`src/sv/tiny_cpu_instruction_execute_macros.svh`:
```
// assertion macros for the tiny cpu instruction execute block
// expects clk_i and rst_ni in the scope of the including module
`ifndef TINY_CPU_INSTRUCTION_EXECUTE_MACROS_SVH
`define TINY_CPU_INSTRUCTION_EXECUTE_MACROS_SVH

// checked outside reset only
`define TCE_ASSERT(lbl, prop, msg) \
  lbl: assert property (@(posedge clk_i) disable iff (!rst_ni) prop) else $error(msg);

// checked on every edge, reset included
`define TCE_ASSERT_ALWAYS(lbl, prop, msg) \
  lbl: assert property (@(posedge clk_i) prop) else $error(msg);

`endif

```
`src/sv/tce_pkg.sv`:
```
// shared types, constants and decode functions of the tiny cpu execute block
// no dependencies
`default_nettype none

package tce_pkg;

  localparam int unsigned RAM_DEPTH_DEF = 1024;
  localparam int unsigned WORD_W        = 16;
  localparam int unsigned NREG          = 8;
  localparam int unsigned RIDX_W        = 3;

  typedef enum logic [3:0] {
    OP_MOV, OP_MOVI, OP_LOAD, OP_STORE, OP_ADD, OP_SUB, OP_INC, OP_DEC,
    OP_AND, OP_OR, OP_XOR, OP_NOT, OP_JMP, OP_JZ, OP_JN, OP_OUT
  } op_e;

  typedef enum logic [1:0] {
    K_NONE = 2'd0,
    K_REG  = 2'd1,
    K_IMM  = 2'd2
  } kind_e;

  typedef enum logic [1:0] {
    ST_OK, ST_TYPE, ST_BADREG, ST_BADOP
  } status_e;

  typedef struct packed {
    status_e             status;
    op_e                 opcode;
    logic [RIDX_W-1:0]   rd;
    logic [RIDX_W-1:0]   rs;
    logic [RIDX_W-1:0]   rt;
    logic [WORD_W-1:0]   imm1;
    logic [WORD_W-1:0]   imm2;
  } inst_t;

  // operand kinds an opcode needs, packed as {op3, op2, op1}
  function automatic logic [5:0] need_kinds(op_e op);
    logic [5:0] k;
    unique case (op) inside
      OP_MOV, OP_LOAD, OP_STORE, OP_INC, OP_DEC, OP_NOT: k = {K_NONE, K_REG, K_REG};
      OP_MOVI, OP_JZ, OP_JN:                            k = {K_NONE, K_IMM, K_REG};
      OP_ADD, OP_SUB, OP_AND, OP_OR, OP_XOR:            k = {K_REG, K_REG, K_REG};
      OP_JMP:                                           k = {K_NONE, K_NONE, K_IMM};
      OP_OUT:                                           k = {K_NONE, K_NONE, K_REG};
      default:                                          k = {K_NONE, K_NONE, K_NONE};
    endcase
    return k;
  endfunction

  // opcodes that write the register file
  function automatic logic writes_reg(op_e op);
    logic w;
    unique case (op) inside
      OP_MOV, OP_MOVI, OP_LOAD, OP_ADD, OP_SUB, OP_INC, OP_DEC,
      OP_AND, OP_OR, OP_XOR, OP_NOT: w = 1'b1;
      default:                       w = 1'b0;
    endcase
    return w;
  endfunction

endpackage

`default_nettype wire

```
`src/sv/tce_front.sv`:
```
// front end: takes input items, checks operand kinds and register indices
// depends on tce_pkg
`default_nettype none

module tce_front import tce_pkg::*; (
  input  wire logic               in_valid_i,
  output logic                    in_ready_o,
  input  wire logic [3:0]         opcode_i,
  input  wire logic [1:0]         op1_type_i,
  input  wire logic signed [15:0] op1_value_i,
  input  wire logic [1:0]         op2_type_i,
  input  wire logic signed [15:0] op2_value_i,
  input  wire logic [1:0]         op3_type_i,
  input  wire logic signed [15:0] op3_value_i,
  input  wire logic               q_ready_i,
  input  wire logic               clr_busy_i,
  output logic                    push_o,
  output inst_t                   inst_o
);

  op_e        op;
  logic [5:0] need;
  logic       mismatch;
  logic       badreg;

  assign op   = op_e'(opcode_i);
  assign need = need_kinds(op);

  assign mismatch = (op1_type_i != need[1:0]) || (op2_type_i != need[3:2]) ||
                    (op3_type_i != need[5:4]);
  assign badreg   = ((op1_type_i == K_REG) && (op1_value_i[15:3] != '0)) ||
                    ((op2_type_i == K_REG) && (op2_value_i[15:3] != '0)) ||
                    ((op3_type_i == K_REG) && (op3_value_i[15:3] != '0));

  assign in_ready_o = q_ready_i && !clr_busy_i;
  assign push_o     = in_valid_i && in_ready_o;

  always_comb begin
    inst_o.status = mismatch ? ST_TYPE : (badreg ? ST_BADREG : ST_OK);
    inst_o.opcode = op;
    inst_o.rd     = op1_value_i[RIDX_W-1:0];
    inst_o.rs     = op2_value_i[RIDX_W-1:0];
    inst_o.rt     = op3_value_i[RIDX_W-1:0];
    inst_o.imm1   = op1_value_i;
    inst_o.imm2   = op2_value_i;
  end

endmodule

`default_nettype wire

```
`config.mk`:
```
export PLATFORM = sky130hd
export DESIGN_NAME = tce_front
export DESIGN_NICKNAME = d
export VERILOG_FILES = /design/src/sv/tiny_cpu_instruction_execute_macros.svh /design/src/sv/tce_pkg.sv /design/src/sv/tce_front.sv
export SDC_FILE = /design/constraint.sdc
export NUM_CORES = 1
export LEC_CHECK = 0
export ABC_AREA = 1
export BUFFER_PORTS_ARGS = -buffer_cell sky130_fd_sc_hd__buf_2
export CAP_MARGIN = 0
export CELL_PAD_IN_SITES_DETAIL_PLACEMENT = 0
export CELL_PAD_IN_SITES_GLOBAL_PLACEMENT = 1
export CORE_MARGIN = 4
export CORE_UTILIZATION = 18
export DETAILED_ROUTE_END_ITERATION = 10
export GPL_ROUTABILITY_DRIVEN = 0
export PLACE_DENSITY_LB_ADDON = 0.1
export SLEW_MARGIN = 20
export SYNTH_ARGS = -nofsm -noshare
export SYNTH_HDL_FRONTEND = slang
export SYNTH_SLANG_ARGS = --single-unit
export TNS_END_PERCENT = 10
```
`constraint.sdc`:
```
create_clock -name vclk -period 1.5
set_input_delay 0.225 -clock vclk [all_inputs]
set_output_delay 0.225 -clock vclk [all_outputs]
set_load 0.05 [all_outputs]
```
==> impl_metrics.csv <==
group,metric,value,unit
power_and_ir_drop,clkPwrFrac,0,%
power_and_ir_drop,p_seq_share,0,%
cells_and_area,area_delta_synth_final,27.84,%
global_routing,gr-total-overflow,0,
cells_and_area,nClkBuffers,0,
timing,layout_setup_ws,0.05058,ns
timing,drv_slew,0,
timing,rsz0062_at_grt,"yes",
worst_hold_path,min_path_type,"in2out",
worst_setup_path,path_cells,"buf_2, nor2_2, nand2_1, nand3_1, nand2_1, nor2_2, nand3_2, nor2_2, buf_6",
global_routing,antenna_found_initial,0,
timing,fmax,0.6899,GHz
power_and_ir_drop,comb_power_share,100.0,%
worst_setup_path,critPathMaxFanout,4,
detailed_routing,routedWlPerCell,8.415,µm
detailed_routing,drt-initial-drc-count,4,
cells_and_area,seq_area,0,µm²
synth,synth_area,737.0,µm²
synth,seq_area_frac_synth,0,%
timing,fin_crit_sh,96.63,%
status,outcome,"finished, final reports clean",
power_and_ir_drop,switchingPower,0.2535,mW
power_and_ir_drop,cellLeakagePower,0.5875,nW
detailed_routing,firstDrtPassIters,2,
timing,relSlewSlack,83.13,%
floorplanning,die_h,71.99,µm
timing,setup_viol,0,
worst_setup_path,cp_num_cells,9,
power_and_ir_drop,powerDensity,390.2,nW/µm²
synth,synth.largest_area_cell,"buf_4",
worst_setup_path,cpMostUsedCell,"nor2_2",
worst_setup_path,arrival,1.22,ns
cells_and_area,n_antenna_cell,0,
worst_setup_path,crit_path_top_delay_cell,"nor2_2",
detailed_routing,drcViolationCount,0,
floorplanning,num_rows,22,
timing,finalHoldViolations,0,
placement,dp.cells,228,
detailed_routing,viasPerCell,3.572,
synth,syn_inst,137,
cells_and_area,nFillCells,468,
synth,ys_types,14,
worst_setup_path,path_class,"in2out",
synth,synth_warnings,0,
clock_tree,cts-hold-fix-buffers,0,
worst_hold_path,worstHoldPathCells,0,
worst_setup_path,cpPeakStageDelay,0.18,ns
cells_and_area,multi_input_area,357.8,µm²
global_routing,grt_max_degree,7,
power_and_ir_drop,power.total,0.3676,mW
placement,hpwlAfterDp,1831,µm
worst_setup_path,required,1.27,ns
cells_and_area,seq_cells,0,
cells_and_area,instances_no_fill,229,
placement,place_ws,-0.03507,ns
floorplanning,ios,110,
synth,synth.avg_cell_area,5.379,µm²
synth,synthTopCellsByArea,"buf_4 (47%), nor2_1 (16%), nand2_1 (15%), inv_1 (6.1%), nor2_2 (3.4%)",
floorplanning,core_region_area,3799,µm²
synth,synthesis.nets,198,
detailed_routing,routed_wl,1927,µm
worst_setup_path,cp-start-kind,"input port",
cells_and_area,layout.nets,244,
detailed_routing,route.vias.total,818,
floorplanning,start_util,19.40,%
cells_and_area,drive_gt1_share,55.25,%
floorplanning,die_area,5182,µm²
power_and_ir_drop,max-vdd-ir-drop,0.09738,mV
global_routing,grt_use_total,5.923,%
timing,tightest_slew,0.2549,ns
worst_setup_path,endpoint_kind,"output port",
placement,portBuffers,86,
worst_setup_path,path_delay_family,"simple AND/OR/NAND/NOR gates",
power_and_ir_drop,p_int,0.1142,mW
detailed_routing,ant_nets,0,
flow_run,cap_violations,0,
timing,tns,0,ns
power_and_ir_drop,swShare,68.94,%
worst_setup_path,cp_num_buf_inv,2,
synth,synth_top_area_share,46.86,%
timing,finalCriticalPeriod,1.449,ns
timing,hold_ws,0.4500,ns
global_routing,grt_pass1_wl,2691,µm
floorplanning,die_w,71.99,µm
global_routing,grt_pass1_vias,696,
## routing by layer
metal,global-route usage [%],up-vias,share of wire (%)
li1,-,452,-
met1,6.996,326,37
met2,12.24,40,50
met3,0.2770,0,13
met4,0,0,0
met5,0,-,0
## final cells by class
cell class                 count  area share (%)
timing repair buffer          90           50.20
multi-input combinational     78           37.98
tap                           48           6.374
inverter                      13           5.445
## what timing repair did
item	in CTS	in global routing
hold endpoints to repair	0	0
gates resized for setup	3	5
setup endpoints to repair	2	2
pin swaps	0	2
buffers inserted	0	1
## path summary, 6_finish.rpt
check	startpoint	to
max	opcode_i[3]	inst_o[46]
min	op3_value_i[0]	inst_o[32]
## power groups by stage
| stage | logic, mW | registers (mW) | clock network (mW) |
|---|---|---|---|
| after global placement | 0.366 | 0 | 0 |
| after floorplan | 0.398 | 0 | 0 |
| after global routing | 0.395 | 0 | 0 |
| after CTS | 0.366 | 0 | 0 |
| final | 0.368 | 0 | 0 |
| after detailed placement | 0.365 | 0 | 0 |
## synthesized netlist by cell type, drive strengths merged
| master | n |
|---|---|
| a21boi | 1 |
| buf | 46 |
| inv | 13 |
| nand2 | 31 |
| nand3 | 6 |
| nand3b | 1 |
| nor2 | 35 |
| nor3b | 1 |
| o21ai | 1 |
| or2 | 2 |
## cells in the final DEF (no fill, tap or decap)
cell / synthesis / routed
buf_4: 46 / 4
nor3b_2: 0 / 1
nand2_1: 30 / 30
buf_6: 0 / 2
nor2_1: 31 / 30
buf_2: 0 / 84
nand3_1: 4 / 4
inv_1: 12 / 12
or2_1: 2 / 2
o21ai_1: 0 / 1
inv_4: 1 / 1
nand2_4: 0 / 1
nor2_2: 4 / 4
a21boi_0: 1 / 1
nor2_4: 0 / 1
nand3b_1: 1 / 1
nand3_2: 2 / 2
## through the flow
step           cell area (µm²)  utilization [%]
5_1_grt                  942.2            24.80
3_3_place_gp             909.6            23.95
2_1_floorplan            742.0                -
6_report                 942.2            24.80
4_1_cts                  914.6            24.08
3_5_place_dp             909.6            23.95
## logic make-up (layout without fill, tap and decap cells)
logic type             count (synthesis)  in the layout  synth area share, %
AND/OR/NAND/NOR                       76             76                44.48
buffers and inverters                 59            103                53.82
AO/OA/AOI/OAI                          2              2                1.698
(Power assumes the default switching activity.)
