$ cat config.mk
export PLATFORM = sky130hd
export DESIGN_NAME = tce_queue
export DESIGN_NICKNAME = d
export VERILOG_FILES = /design/src/sv/tiny_cpu_instruction_execute_macros.svh /design/src/sv/tce_pkg.sv /design/src/sv/tce_queue.sv
export SDC_FILE = /design/constraint.sdc
export NUM_CORES = 1
export LEC_CHECK = 0
export ABC_AREA = 1
export BUFFER_PORTS_ARGS = -buffer_cell sky130_fd_sc_hd__buf_2
export CAP_MARGIN = 20
export CELL_PAD_IN_SITES_DETAIL_PLACEMENT = 1
export CELL_PAD_IN_SITES_GLOBAL_PLACEMENT = 2
export CORE_MARGIN = 5
export CORE_UTILIZATION = 34
export DETAILED_ROUTE_END_ITERATION = 8
export MAX_ROUTING_LAYER = met4
export PLACE_DENSITY_LB_ADDON = 0.1
export SYNTH_ARGS = -nofsm -noshare
export SYNTH_HDL_FRONTEND = slang
export SYNTH_SLANG_ARGS = --single-unit
$ cat constraint.sdc
create_clock -name clk_i -period 2.95 [get_ports clk_i]
set_input_delay 0.295 -clock clk_i [delete_from_list [all_inputs] [get_ports clk_i]]
set_output_delay 0.295 -clock clk_i [all_outputs]
set_load 0.02 [all_outputs]
$ cat src/sv/tiny_cpu_instruction_execute_macros.svh
// assertion macros for the tiny cpu instruction execute block
// expects clk_i and rst_ni in the scope of the including module
`ifndef TINY_CPU_INSTRUCTION_EXECUTE_MACROS_SVH
`define TINY_CPU_INSTRUCTION_EXECUTE_MACROS_SVH

// checked outside reset only
`define TCE_ASSERT(lbl, prop, msg) \
  lbl: assert property (@(posedge clk_i) disable iff (!rst_ni) prop) else $error(msg);

// checked on every edge, reset included
`define TCE_ASSERT_ALWAYS(lbl, prop, msg) \
  lbl: assert property (@(posedge clk_i) prop) else $error(msg);

`endif

$ cat src/sv/tce_pkg.sv
// shared types, constants and decode functions of the tiny cpu execute block
// no dependencies
`default_nettype none

package tce_pkg;

  localparam int unsigned RAM_DEPTH_DEF = 1024;
  localparam int unsigned WORD_W        = 16;
  localparam int unsigned NREG          = 8;
  localparam int unsigned RIDX_W        = 3;

  typedef enum logic [3:0] {
    OP_MOV, OP_MOVI, OP_LOAD, OP_STORE, OP_ADD, OP_SUB, OP_INC, OP_DEC,
    OP_AND, OP_OR, OP_XOR, OP_NOT, OP_JMP, OP_JZ, OP_JN, OP_OUT
  } op_e;

  typedef enum logic [1:0] {
    K_NONE = 2'd0,
    K_REG  = 2'd1,
    K_IMM  = 2'd2
  } kind_e;

  typedef enum logic [1:0] {
    ST_OK, ST_TYPE, ST_BADREG, ST_BADOP
  } status_e;

  typedef struct packed {
    status_e             status;
    op_e                 opcode;
    logic [RIDX_W-1:0]   rd;
    logic [RIDX_W-1:0]   rs;
    logic [RIDX_W-1:0]   rt;
    logic [WORD_W-1:0]   imm1;
    logic [WORD_W-1:0]   imm2;
  } inst_t;

  // operand kinds an opcode needs, packed as {op3, op2, op1}
  function automatic logic [5:0] need_kinds(op_e op);
    logic [5:0] k;
    unique case (op) inside
      OP_MOV, OP_LOAD, OP_STORE, OP_INC, OP_DEC, OP_NOT: k = {K_NONE, K_REG, K_REG};
      OP_MOVI, OP_JZ, OP_JN:                            k = {K_NONE, K_IMM, K_REG};
      OP_ADD, OP_SUB, OP_AND, OP_OR, OP_XOR:            k = {K_REG, K_REG, K_REG};
      OP_JMP:                                           k = {K_NONE, K_NONE, K_IMM};
      OP_OUT:                                           k = {K_NONE, K_NONE, K_REG};
      default:                                          k = {K_NONE, K_NONE, K_NONE};
    endcase
    return k;
  endfunction

  // opcodes that write the register file
  function automatic logic writes_reg(op_e op);
    logic w;
    unique case (op) inside
      OP_MOV, OP_MOVI, OP_LOAD, OP_ADD, OP_SUB, OP_INC, OP_DEC,
      OP_AND, OP_OR, OP_XOR, OP_NOT: w = 1'b1;
      default:                       w = 1'b0;
    endcase
    return w;
  endfunction

endpackage

`default_nettype wire

$ cat src/sv/tce_queue.sv
// two entry queue of classified items between front and back
// depends on tce_pkg
`default_nettype none

module tce_queue import tce_pkg::*; (
  input  wire logic  clk_i,
  input  wire logic  rst_ni,
  input  wire logic  push_i,
  input  inst_t      inst_i,
  output logic       ready_o,
  input  wire logic  pop_i,
  output logic       vld_o,
  output inst_t      head_o
);

  inst_t      mem_q [2];
  logic       wr_ptr_q;
  logic       rd_ptr_q;
  logic [1:0] cnt_q;

  assign ready_o = (cnt_q != 2'd2);
  assign vld_o   = (cnt_q != 2'd0);
  assign head_o  = mem_q[rd_ptr_q];

  always_ff @(posedge clk_i) begin
    if (push_i) begin
      mem_q[wr_ptr_q] <= inst_i;
    end
  end

  always_ff @(posedge clk_i or negedge rst_ni) begin
    if (!rst_ni) begin
      wr_ptr_q <= 1'b0;
      rd_ptr_q <= 1'b0;
      cnt_q    <= 2'd0;
    end else begin
      if (push_i) begin
        wr_ptr_q <= !wr_ptr_q;
      end
      if (pop_i) begin
        rd_ptr_q <= !rd_ptr_q;
      end
      if (push_i && !pop_i) begin
        cnt_q <= cnt_q + 2'd1;
      end else if (pop_i && !push_i) begin
        cnt_q <= cnt_q - 2'd1;
      end
    end
  end

endmodule

`default_nettype wire

==> results.json, run 1 <==
{
  "synthesis.nets": 223,
  "cts.sinks": 98,
  "wl_met2_um": 3510,
  "initial_core_util": 0.344,
  "cpLargestDelayFamily": "flip-flops",
  "wl_per_cell_um": 16.3,
  "post_cts_buffers": 0,
  "syn_inst": 171,
  "cp_max_fo": 28,
  "row_count": 38,
  "globalRouteOverflowTotal": 0,
  "highest_layer": "met4",
  "r2r_end": "mem_q[1][38]",
  "period_needed_ns": 2.21,
  "via_per_inst": 4.30,
  "wl_met1_um": 2890,
  "crit_path_max_incr_delay_ns": 0.74,
  "tns_ns": 0,
  "synth.distinct_cells": 14,
  "cts_tree": "built",
  "area_growth_pct": 23.9,
  "reg2reg_depth": 3,
  "hpwlAfterDp_um": 4970,
  "yosysTopAreaCell": "edfxtp_1",
  "cp.depth": 3,
  "path_buf_inv": 2,
  "final_antenna_net_count": 0,
  "clkPwrFrac": 0.178,
  "die_h_um": 114,
  "worstPathRequired_ns": 2.65,
  "hold_viol_final": 0,
  "place_congestion": 0.649,
  "cts_buffers": 9,
  "place_ws_ns": 1.08,
  "fmax_mhz": 452,
  "ioPinCount": 100,
  "holdBufCountCts": 1,
  "cts_root_buf": "clkbuf_8",
  "grt_pass1_wl_um": 10800,
  "wl_um": 6950,
  "ir_drop_v": 0.000423,
  "antenna_found_initial": 0,
  "endpoint_kind": "primary output",
  "port_buffers": 99,
  "core_sq_mm": 0.0107,
  "cp-endpoint": "head_o[3]",
  "tightest_slew_ns": 0.682,
  "drtIter0Drc": 53,
  "fin_nets": 334,
  "synth.area.top_cells": "edfxtp_1, mux2_2, mux2_4",
  "power_density_mw_per_mm2": 927,
  "clock_path_buffers": 2,
  "swShare": 0.335,
  "seq_area_frac_synth": 0.795,
  "critical_path_class": "flop to primary output",
  "netlist_area_sq_mm": 0.00368,
  "intPower_mw": 2.81,
  "drc_errors": 0,
  "cts.htree.levels": 3,
  "fill_cells": 1096,
  "yosysTopAreaCellShare": 0.768,
  "grt_max_degree": 31,
  "worst_slack_ns": 0.737,
  "yosysWarningCount": 0,
  "startpoint": "rd_ptr_q",
  "worstPathArrival_ns": 1.92,
  "drive_above_1_share": 0.589,
  "post_cts_resized": 0,
  "finalCritPeriodShare": 0.750,
  "reg2reg_from": "wr_ptr_q",
  "status": "finished clean",
  "leakage_nw": 1.78,
  "p_sw_mw": 1.42,
  "num_vias": 1837,
  "worstSetupStartpointType": "flop",
  "hp-class": "input pin to flop",
  "slew_headroom": 0.545,
  "syn_avg_cell_area_sq_um": 21.5,
  "combPwrFrac": 0.351,
  "drv_cap": 0,
  "grt_pass1_vias": 2029,
  "die_x_um": 114,
  "dr.pass1.iters": 3,
  "setup_viol": 0,
  "fin_skew_ns": 0.00737,
  "dieArea_sq_mm": 0.0130,
  "rrSetupSlack_ns": 1.31,
  "cp_cell_sequence": "buf_12 -> mux2_2 -> buf_2",
  "rsz0062_at_grt": "false",
  "ys_ff_latch": 98,
  "finalMaxSlewViolations": 0,
  "wl_met3_um": 468,
  "pwr-share-seq": 0.471,
  "antenna_cells": 0,
  "crit_slowest_cell": "dfrtp_2",
  "grt_use_total": 0.115,
  "clk_latency_ns": 0.35,
  "clk_pin_slew_ns": 0.10
}
## final cells by class
class / instances / area (sq um) / area share
clock buffers: 9 / 124 / 0.0272
clock inverters: 7 / 45.0 / 0.00989
inverters: 7 / 26.3 / 0.00577
multi-input cells: 61 / 692 / 0.152
flip-flops and latches: 98 / 2920 / 0.642
well taps: 140 / 175 / 0.0385
repair buffers: 105 / 568 / 0.125
## layer usage
metal  vias to the layer above  GRT usage
li1                        879          -
met1                       896      0.135
met5                         -          -
met3                         8     0.0377
met4                         0     0.0404
met2                        54      0.186
## cells in the final DEF, fill, tap and decap left out, drive strengths merged
master and n:
mux2 47, dfrtp 4, edfxtp 94, nand4 1, buf 104, nor2 1
inv 8, clkbuf 9, ha 1, nand2 7, nand3 1, dlygate4sd3 1
xnor2 1, clkinvlp 3, xor2 2, clkinv 3
## cell usage after synthesis
cell and count:
buf_2 2, buf_6 3, dfrtp_1 4, edfxtp_1 94
ha_1 1, inv_1 7, mux2_2 27, mux2_4 20
nand2_1 7, nand3_1 1, nand4_1 1, nor2_1 1
xnor2_1 1, xor2_1 2
## registers in the layout, indices dropped and copies added, names as in the netlist
signal and flops:
mem_q 94, wr_ptr_q 1, rd_ptr_q 1, cnt_q 2
## cells by family (layout without fill, tap and decap cells)
| logic type | after synthesis | after routing | share of synthesized area |
|---|---|---|---|
| and+or+nand+nor | 10 | 10 | 0.0112 |
| xor gates and xnor gates | 3 | 3 | 0.00715 |
| buffers and inverters | 12 | 128 | 0.0191 |
| DFF | 98 | 98 | 0.795 |
| muxes | 47 | 47 | 0.164 |
| adders and majority gates | 1 | 1 | 0.00340 |
## power by group through the flow
stage | clock network (mW) | registers (mW) | logic [mW]
floorplan | 0 | 1.94 | 1.12
global placement | 0 | 2.02 | 1.52
global route | 0.865 | 2.02 | 1.59
detailed placement | 0 | 2.03 | 1.52
finish | 0.751 | 1.99 | 1.48
CTS | 0.787 | 2.00 | 1.53
## worst min path at each step
stage / from / end / slack, ns / depth (start not counted)
2_1_floorplan: rst_ni / cnt_q[0] / -0.0006 / 0
3_5_place_dp: rst_ni / cnt_q[1] / 0.11 / 1
4_1_cts: inst_i[40] / mem_q[1][40] / 0.11 / 1
3_3_place_gp: rst_ni / cnt_q[1] / 0.11 / 1
5_1_grt: inst_i[40] / mem_q[1][40] / 0.09 / 1
6_report: inst_i[40] / mem_q[1][40] / 0.13 / 1
## stage by stage
stage	power (mW)	hold WS (ns)	std cells	cell area (sq um)	utilization
after global placement	3.54	0.113	410	4380	0.409
after global routing	4.48	0.0949	427	4550	0.426
after CTS	4.31	0.105	427	4550	0.426
after detailed placement	3.55	0.114	410	4380	0.409
final	4.22	0.126	427	4550	0.426
after floorplan	3.07	-0.000591	171	3680	-
Note: power is estimated with default switching activity, not from simulation.
==> run 2, diff against run 1 <==
--- a/config.mk
+++ b/config.mk
@@ -5,13 +5,13 @@
 export SDC_FILE = /design/constraint.sdc
 export NUM_CORES = 1
 export LEC_CHECK = 0
-export ABC_AREA = 1
+export ABC_AREA = 0
 export BUFFER_PORTS_ARGS = -buffer_cell sky130_fd_sc_hd__buf_2
 export CAP_MARGIN = 20
 export CELL_PAD_IN_SITES_DETAIL_PLACEMENT = 1
 export CELL_PAD_IN_SITES_GLOBAL_PLACEMENT = 2
 export CORE_MARGIN = 5
-export CORE_UTILIZATION = 34
+export CORE_UTILIZATION = 38
 export DETAILED_ROUTE_END_ITERATION = 8
 export MAX_ROUTING_LAYER = met4
 export PLACE_DENSITY_LB_ADDON = 0.1
==> constraint.sdc (replaced) <==
create_clock -name clk_i -period 2.25 [get_ports clk_i]
set_input_delay 0.225 -clock clk_i [delete_from_list [all_inputs] [get_ports clk_i]]
set_output_delay 0.225 -clock clk_i [all_outputs]
set_load 0.02 [all_outputs]
==> run 2 against run 1 <==
  * Area after synthesis decreased by 0.48%
  * Flip-flop and latch count unchanged
  * Register-to-register slack got worse by 0.53 ns
  * Total power increased by 36%
  * Worst setup slack got worse by 0.31 ns
  * Largest cell class unchanged
  * Highest routed layer unchanged
==> results.json, run 2 <==
{
  "status": "finished clean",
  "syn_avg_cell_area_sq_um": 22.6,
  "netlist_area_sq_mm": 0.00366,
  "synthesis.nets": 214,
  "r2r_end": "mem_q[1][30]",
  "cts_tree": "built",
  "reg2reg_from": "wr_ptr_q",
  "synth.distinct_cells": 15,
  "async_flop_share": 0.0408,
  "synth_common_cells": "edfxtp_1, mux2_2, mux2_4",
  "final_area_sq_mm": 0.00457,
  "fmax_mhz": 548,
  "initial_core_util": 0.392,
  "yosysTopAreaCell": "edfxtp_1",
  "via_per_inst": 4.48,
  "yosysWarningCount": 0,
  "grt_use_total": 0.117,
  "core_sq_mm": 0.00933,
  "seq_area_frac_synth": 0.799,
  "worst_slack_ns": 0.425,
  "grt_max_degree": 33,
  "finalCritPeriodShare": 0.811,
  "tns_ns": 0,
  "fin_skew_ns": 0.00730,
  "wl_um": 6590,
  "reg.largest.list": "mem_q x94, cnt_q x2",
  "die_x_um": 108,
  "endpoint_kind": "primary output",
  "place_area_sq_mm": 0.00435,
  "ir_drop_v": 0.000605,
  "ys_ff_latch": 98,
  "rrSetupSlack_ns": 0.78,
  "grt_pass1_wl_um": 9890,
  "worstSetupStartpointType": "flop",
  "row_count": 35,
  "worstPathRequired_ns": 2.03,
  "antenna_found_initial": 0,
  "port_buffers": 99,
  "drive_above_1_share": 0.610,
  "min_to": "mem_q[0][8]",
  "cts.htree.levels": 3,
  "syn_inst": 162,
  "worstHoldStart": "inst_i[8]",
  "fin_nets": 325,
  "post_cts_buffers": 0,
  "reg2reg_depth": 2,
  "leakage_nw": 1.77,
  "cp_max_fo": 21,
  "finalMaxSlewViolations": 0,
  "area_growth_pct": 24.8,
  "synth_edf_count": 94,
  "cts_root_buf": "clkbuf_8",
  "dr.pass1.iters": 4,
  "tightest_slew_ns": 0.431,
  "hpwlAfterDp_um": 4430,
  "hp-class": "input pin to flop",
  "drc_errors": 0,
  "place_congestion": 0.656,
  "drtIter0Drc": 61,
  "wl_per_cell_um": 16.2,
  "synth_most_common_cell": "edfxtp_1",
  "clock_path_buffers": 2,
  "hold-path-cell-count": 1,
  "globalRouteOverflowTotal": 0,
  "final_common_cell": "buf_2",
  "final_cell_mix": "buf_2, edfxtp_1, mux2_2, mux2_4, clkbuf_8",
  "period_needed_ns": 1.83,
  "setup_viol": 0,
  "die_h_um": 108,
  "place_ws_ns": 0.758,
  "synth.area.top_cells": "edfxtp_1, mux2_2, mux2_4",
  "yosys_most_used_dff": "edfxtp_1",
  "fin_util": 0.489,
  "power_density_mw_per_mm2": 1260,
  "largest_reg_flops": 94,
  "hold_slack_ns": 0.0584,
  "cts.sinks": 98,
  "slew_headroom": 0.713,
  "yosysTopAreaCellShare": 0.771,
  "cts_buffers": 9,
  "clk_latency_ns": 0.35,
  "ioPinCount": 100,
  "clk_pin_slew_ns": 0.09,
  "grt_pass1_vias": 1944,
  "critical_path_class": "flop to primary output",
  "hold_viol_final": 0,
  "rsz0062_at_grt": "false",
  "regMostFlops": "mem_q",
  "drv_cap": 0,
  "final_antenna_net_count": 0,
  "num_vias": 1822,
  "worstPathArrival_ns": 1.60,
  "dieArea_sq_mm": 0.0117
}
==> run 2: cell types whose count changed after synthesis <==
cell and delta:
nand2_1 -7, nand2b_1 +1, nand3_1 -1, nor2b_1 +1, or2_2 +1, and2_1 +1, inv_1 -6, nand4_1 -1
xor2_1 +2
==> run 2: cell type report <==
cell class / count / area, sq um
Antenna cell: 1 / 2.50
Clock buffer: 10 / 128
Clock inverter: 5 / 80.1
Fill cell: 901 / 4760
Inverter: 1 / 3.75
Multi-Input combinational cell: 58 / 698
Sequential cell: 98 / 2920
Tap cell: 129 / 161
Timing Repair Buffer: 105 / 568
==> run 2: per-layer routing <==
layer | track usage | wire (um) | vias to the layer above
met5 | - | 0 | -
met4 | 0.0514 | 81 | 0
met3 | 0.0334 | 462 | 9
met2 | 0.191 | 3320 | 63
met1 | 0.134 | 2720 | 899
li1 | - | - | 851
==> run 2: how the worst max path moves through the flow <==
stage | cells after the start | startpoint | end
floorplan | 1 | wr_ptr_q | mem_q[0][0]
global placement | 3 | rd_ptr_q | head_o[3]
detailed placement | 2 | wr_ptr_q | mem_q[1][0]
CTS | 3 | rd_ptr_q | head_o[3]
global route | 3 | rd_ptr_q | head_o[35]
finish | 3 | rd_ptr_q | head_o[3]
==> run 2: timing repair <==
item                      in CTS  in global routing
gates resized for setup        0                  0
hold buffers                   1                  0
hold endpoints to repair       4                  0
==> run 2: kinds of logic (layout without fill, tap and decap cells) <==
kind of cell / count (synthesis) / in the layout / share of synthesized area
simple gates: 5 / 5 / 0.00787
fa+ha+maj: 1 / 1 / 0.00342
buf+inv: 6 / 121 / 0.0130
mux: 47 / 47 / 0.165
flops: 98 / 98 / 0.799
xor+xnor: 5 / 5 / 0.0120
other cells: 0 / 1 / 0
==> run 2: per-stage QoR <==
step | instances | total power, mW
after global placement | 390 | 4.63
after CTS | 406 | 5.84
final | 407 | 5.74
after detailed placement | 390 | 4.65
after floorplan | 162 | 4.02
after global routing | 406 | 6.03
==> run 2: worst max-delay path, cell delays in order (launching register included) <==
cell and delay (ns):
dfrtp_2 0.40, buf_4 0.30, mux2_2 0.38, buf_2 0.16
==> run 2: where the power goes <==
group	switching (mW)	internal, mW
clock network	0.568	0.619
registers	0.102	2.42
logic	1.15	0.872
==> run 3, diff against run 2 <==
--- a/config.mk
+++ b/config.mk
@@ -11,7 +11,7 @@
 export CELL_PAD_IN_SITES_DETAIL_PLACEMENT = 1
 export CELL_PAD_IN_SITES_GLOBAL_PLACEMENT = 2
 export CORE_MARGIN = 5
-export CORE_UTILIZATION = 38
+export CORE_UTILIZATION = 34
 export DETAILED_ROUTE_END_ITERATION = 8
 export MAX_ROUTING_LAYER = met4
 export PLACE_DENSITY_LB_ADDON = 0.1
==> constraint.sdc (replaced) <==
create_clock -name clk_i -period 1.5 [get_ports clk_i]
set_input_delay 0.15 -clock clk_i [delete_from_list [all_inputs] [get_ports clk_i]]
set_output_delay 0.15 -clock clk_i [all_outputs]
set_load 0.02 [all_outputs]
==> run 3 against run 2 <==
  * The flow now finishes with violations (setup timing)
  * Combinational power grew 78%
  * Non-clock buffer count grew 50
  * Critical path depth is the same
  * Via count grew 9.5%
  * Worst setup slack lost 0.57 ns
  * Critical path type unchanged
  * Register-to-register slack lost 0.46 ns
  * First-iteration DRC count shrank 23%
  * Routed wire length grew 8.3%
  * Final area grew 15%
  * Largest cell class unchanged
  * Die area grew 11%
  * Cell count grew 14%
==> results.json, run 3 (same netlist as run 2, synthesis figures left out) <==
{
  "crit_slowest_cell": "dfrtp_2",
  "ioPinCount": 100,
  "slew_headroom": 0.887,
  "port_buffers": 99,
  "worstPathArrival_ns": 1.50,
  "die_x_um": 114,
  "path_buf_inv": 2,
  "worstSetupStartpointType": "flop",
  "final_antenna_net_count": 0,
  "finalMaxSlewViolations": 0,
  "critical_path_class": "flop to primary output",
  "via_per_inst": 4.31,
  "status": "finished with violations",
  "dieArea_sq_mm": 0.0129,
  "place_congestion": 0.677,
  "cpLargestDelayFamily": "flip-flops",
  "drtIter0Drc": 47,
  "grt_max_degree": 28,
  "row_count": 37,
  "cts_tree": "built",
  "fin_nets": 375,
  "antenna_cells": 0,
  "antenna_found_initial": 0,
  "ir_drop_v": 0.000844,
  "globalRouteOverflowTotal": 0,
  "finalCritPeriodShare": 1.10,
  "hold-path-cell-count": 2,
  "worstPathRequired_ns": 1.35,
  "r2r_end": "mem_q[1][10]",
  "reg.largest.list": "mem_q x94, cnt_q x2",
  "fin_skew_ns": 0.00548,
  "drc_errors": 0,
  "core_sq_mm": 0.0104,
  "reg2reg_from": "wr_ptr_q",
  "drv_cap": 0,
  "hpwlAfterDp_um": 4700,
  "clk_pin_slew_ns": 0.08,
  "post_cts_buffers": 0,
  "fill_cells": 1001,
  "rrSetupSlack_ns": 0.32,
  "rsz0062_at_grt": "true",
  "area_growth_pct": 43.2,
  "initial_core_util": 0.351,
  "worst_slack_ns": -0.148,
  "wl_um": 7140,
  "endpoint_kind": "primary output",
  "power_density_mw_per_mm2": 1750,
  "worstHoldStart": "push_i",
  "cts.sinks": 98,
  "min_to": "wr_ptr_q",
  "place_area_sq_mm": 0.00442,
  "drive_above_1_share": 0.514,
  "cts_buffers": 9,
  "final_cell_mix": "edfxtp_1, buf_2, dlygate4sd3_1, mux2_4, mux2_2",
  "grt_use_total": 0.120,
  "crit_path_max_incr_delay_ns": 0.42,
  "hp-class": "input pin to flop",
  "clk_latency_ns": 0.34,
  "wl_per_cell_um": 15.4,
  "num_vias": 1995,
  "final_area_sq_mm": 0.00524,
  "fmax_mhz": 607,
  "cp_max_fo": 20,
  "final_common_cell": "edfxtp_1",
  "reg2reg_depth": 2,
  "cts_root_buf": "clkbuf_8",
  "failed_checks": "setup timing",
  "clock_path_buffers": 2,
  "grt_pass1_wl_um": 11300,
  "regMostFlops": "mem_q",
  "leakage_nw": 2.06,
  "cts.htree.levels": 3,
  "largest_reg_flops": 94,
  "tightest_slew_ns": 0.169,
  "dr.pass1.iters": 3,
  "total_power_mw": 9.15,
  "hold_viol_final": 0,
  "setup_viol": 47,
  "cp_cell_sequence": "buf_12 -> mux2_2 -> buf_2",
  "grt_pass1_vias": 2286,
  "period_needed_ns": 1.65,
  "die_h_um": 114
}
run 3: cell types whose count changed in the layout (fill, tap and decap cells not counted):
cell and change:
mux2_4 +6, diode_2 -1, dlygate4sd3_1 +48, mux2_2 -6
buf_12 +4, buf_2 -19, buf_6 +17, clkinvlp_4 -2
clkinv_2 -1, clkinv_1 +2, clkbuf_1 +1
run 3: area by class of cell:
cell class                      count  area [sq um]  area share
Timing Repair Buffer              155          1220       0.234
Tap cell                          136           170      0.0325
Sequential cell                    98          2920       0.558
Inverter                            1          3.75    0.000716
Clock inverter                      4          67.6      0.0129
Multi-Input combinational cell     58           721       0.137
Clock buffer                       11           131      0.0251
run 3: routing by layer:
layer / part of all wire / global-route usage
met2: 0.52 / 0.201
met1: 0.41 / 0.136
met5: 0 / -
met3: 0.054 / 0.0265
met4: 0.019 / 0.0601
run 3: how the worst max path moves through the flow:
stage | from | end | depth (start not counted)
floorplan | wr_ptr_q | mem_q[0][0] | 1
global placement | rd_ptr_q | head_o[29] | 3
detailed placement | rd_ptr_q | head_o[30] | 3
CTS | rd_ptr_q | head_o[43] | 3
global route | rd_ptr_q | head_o[3] | 3
finish | rd_ptr_q | head_o[43] | 3
run 3: repair_timing:
action,CTS,global route
setup endpoints to repair,47,47
endpoints found under the hold margin,99,0
resized for setup,20,22
hold buffers,49,0
run 3: metrics by stage:
step	setup WS, ns	instances	setup TNS [ns]	util	hold WS, ns
final	-0.148	463	-5.10	0.503	0.0310
after detailed placement	0.211	399	0	0.424	-0.0248
after floorplan	-0.0443	162	-2.08	-	-0.146
after global routing	-0.225	463	-8.41	0.503	0.0115
after CTS	-0.194	463	-7.31	0.497	0.00459
after global placement	0.214	399	0	0.424	-0.0291
run 3: power by group:
| part | internal, mW | switching (mW) |
|---|---|---|
| Sequential | 3.63 | 0.170 |
| Clock | 0.922 | 0.809 |
| Combinational | 1.79 | 1.83 |
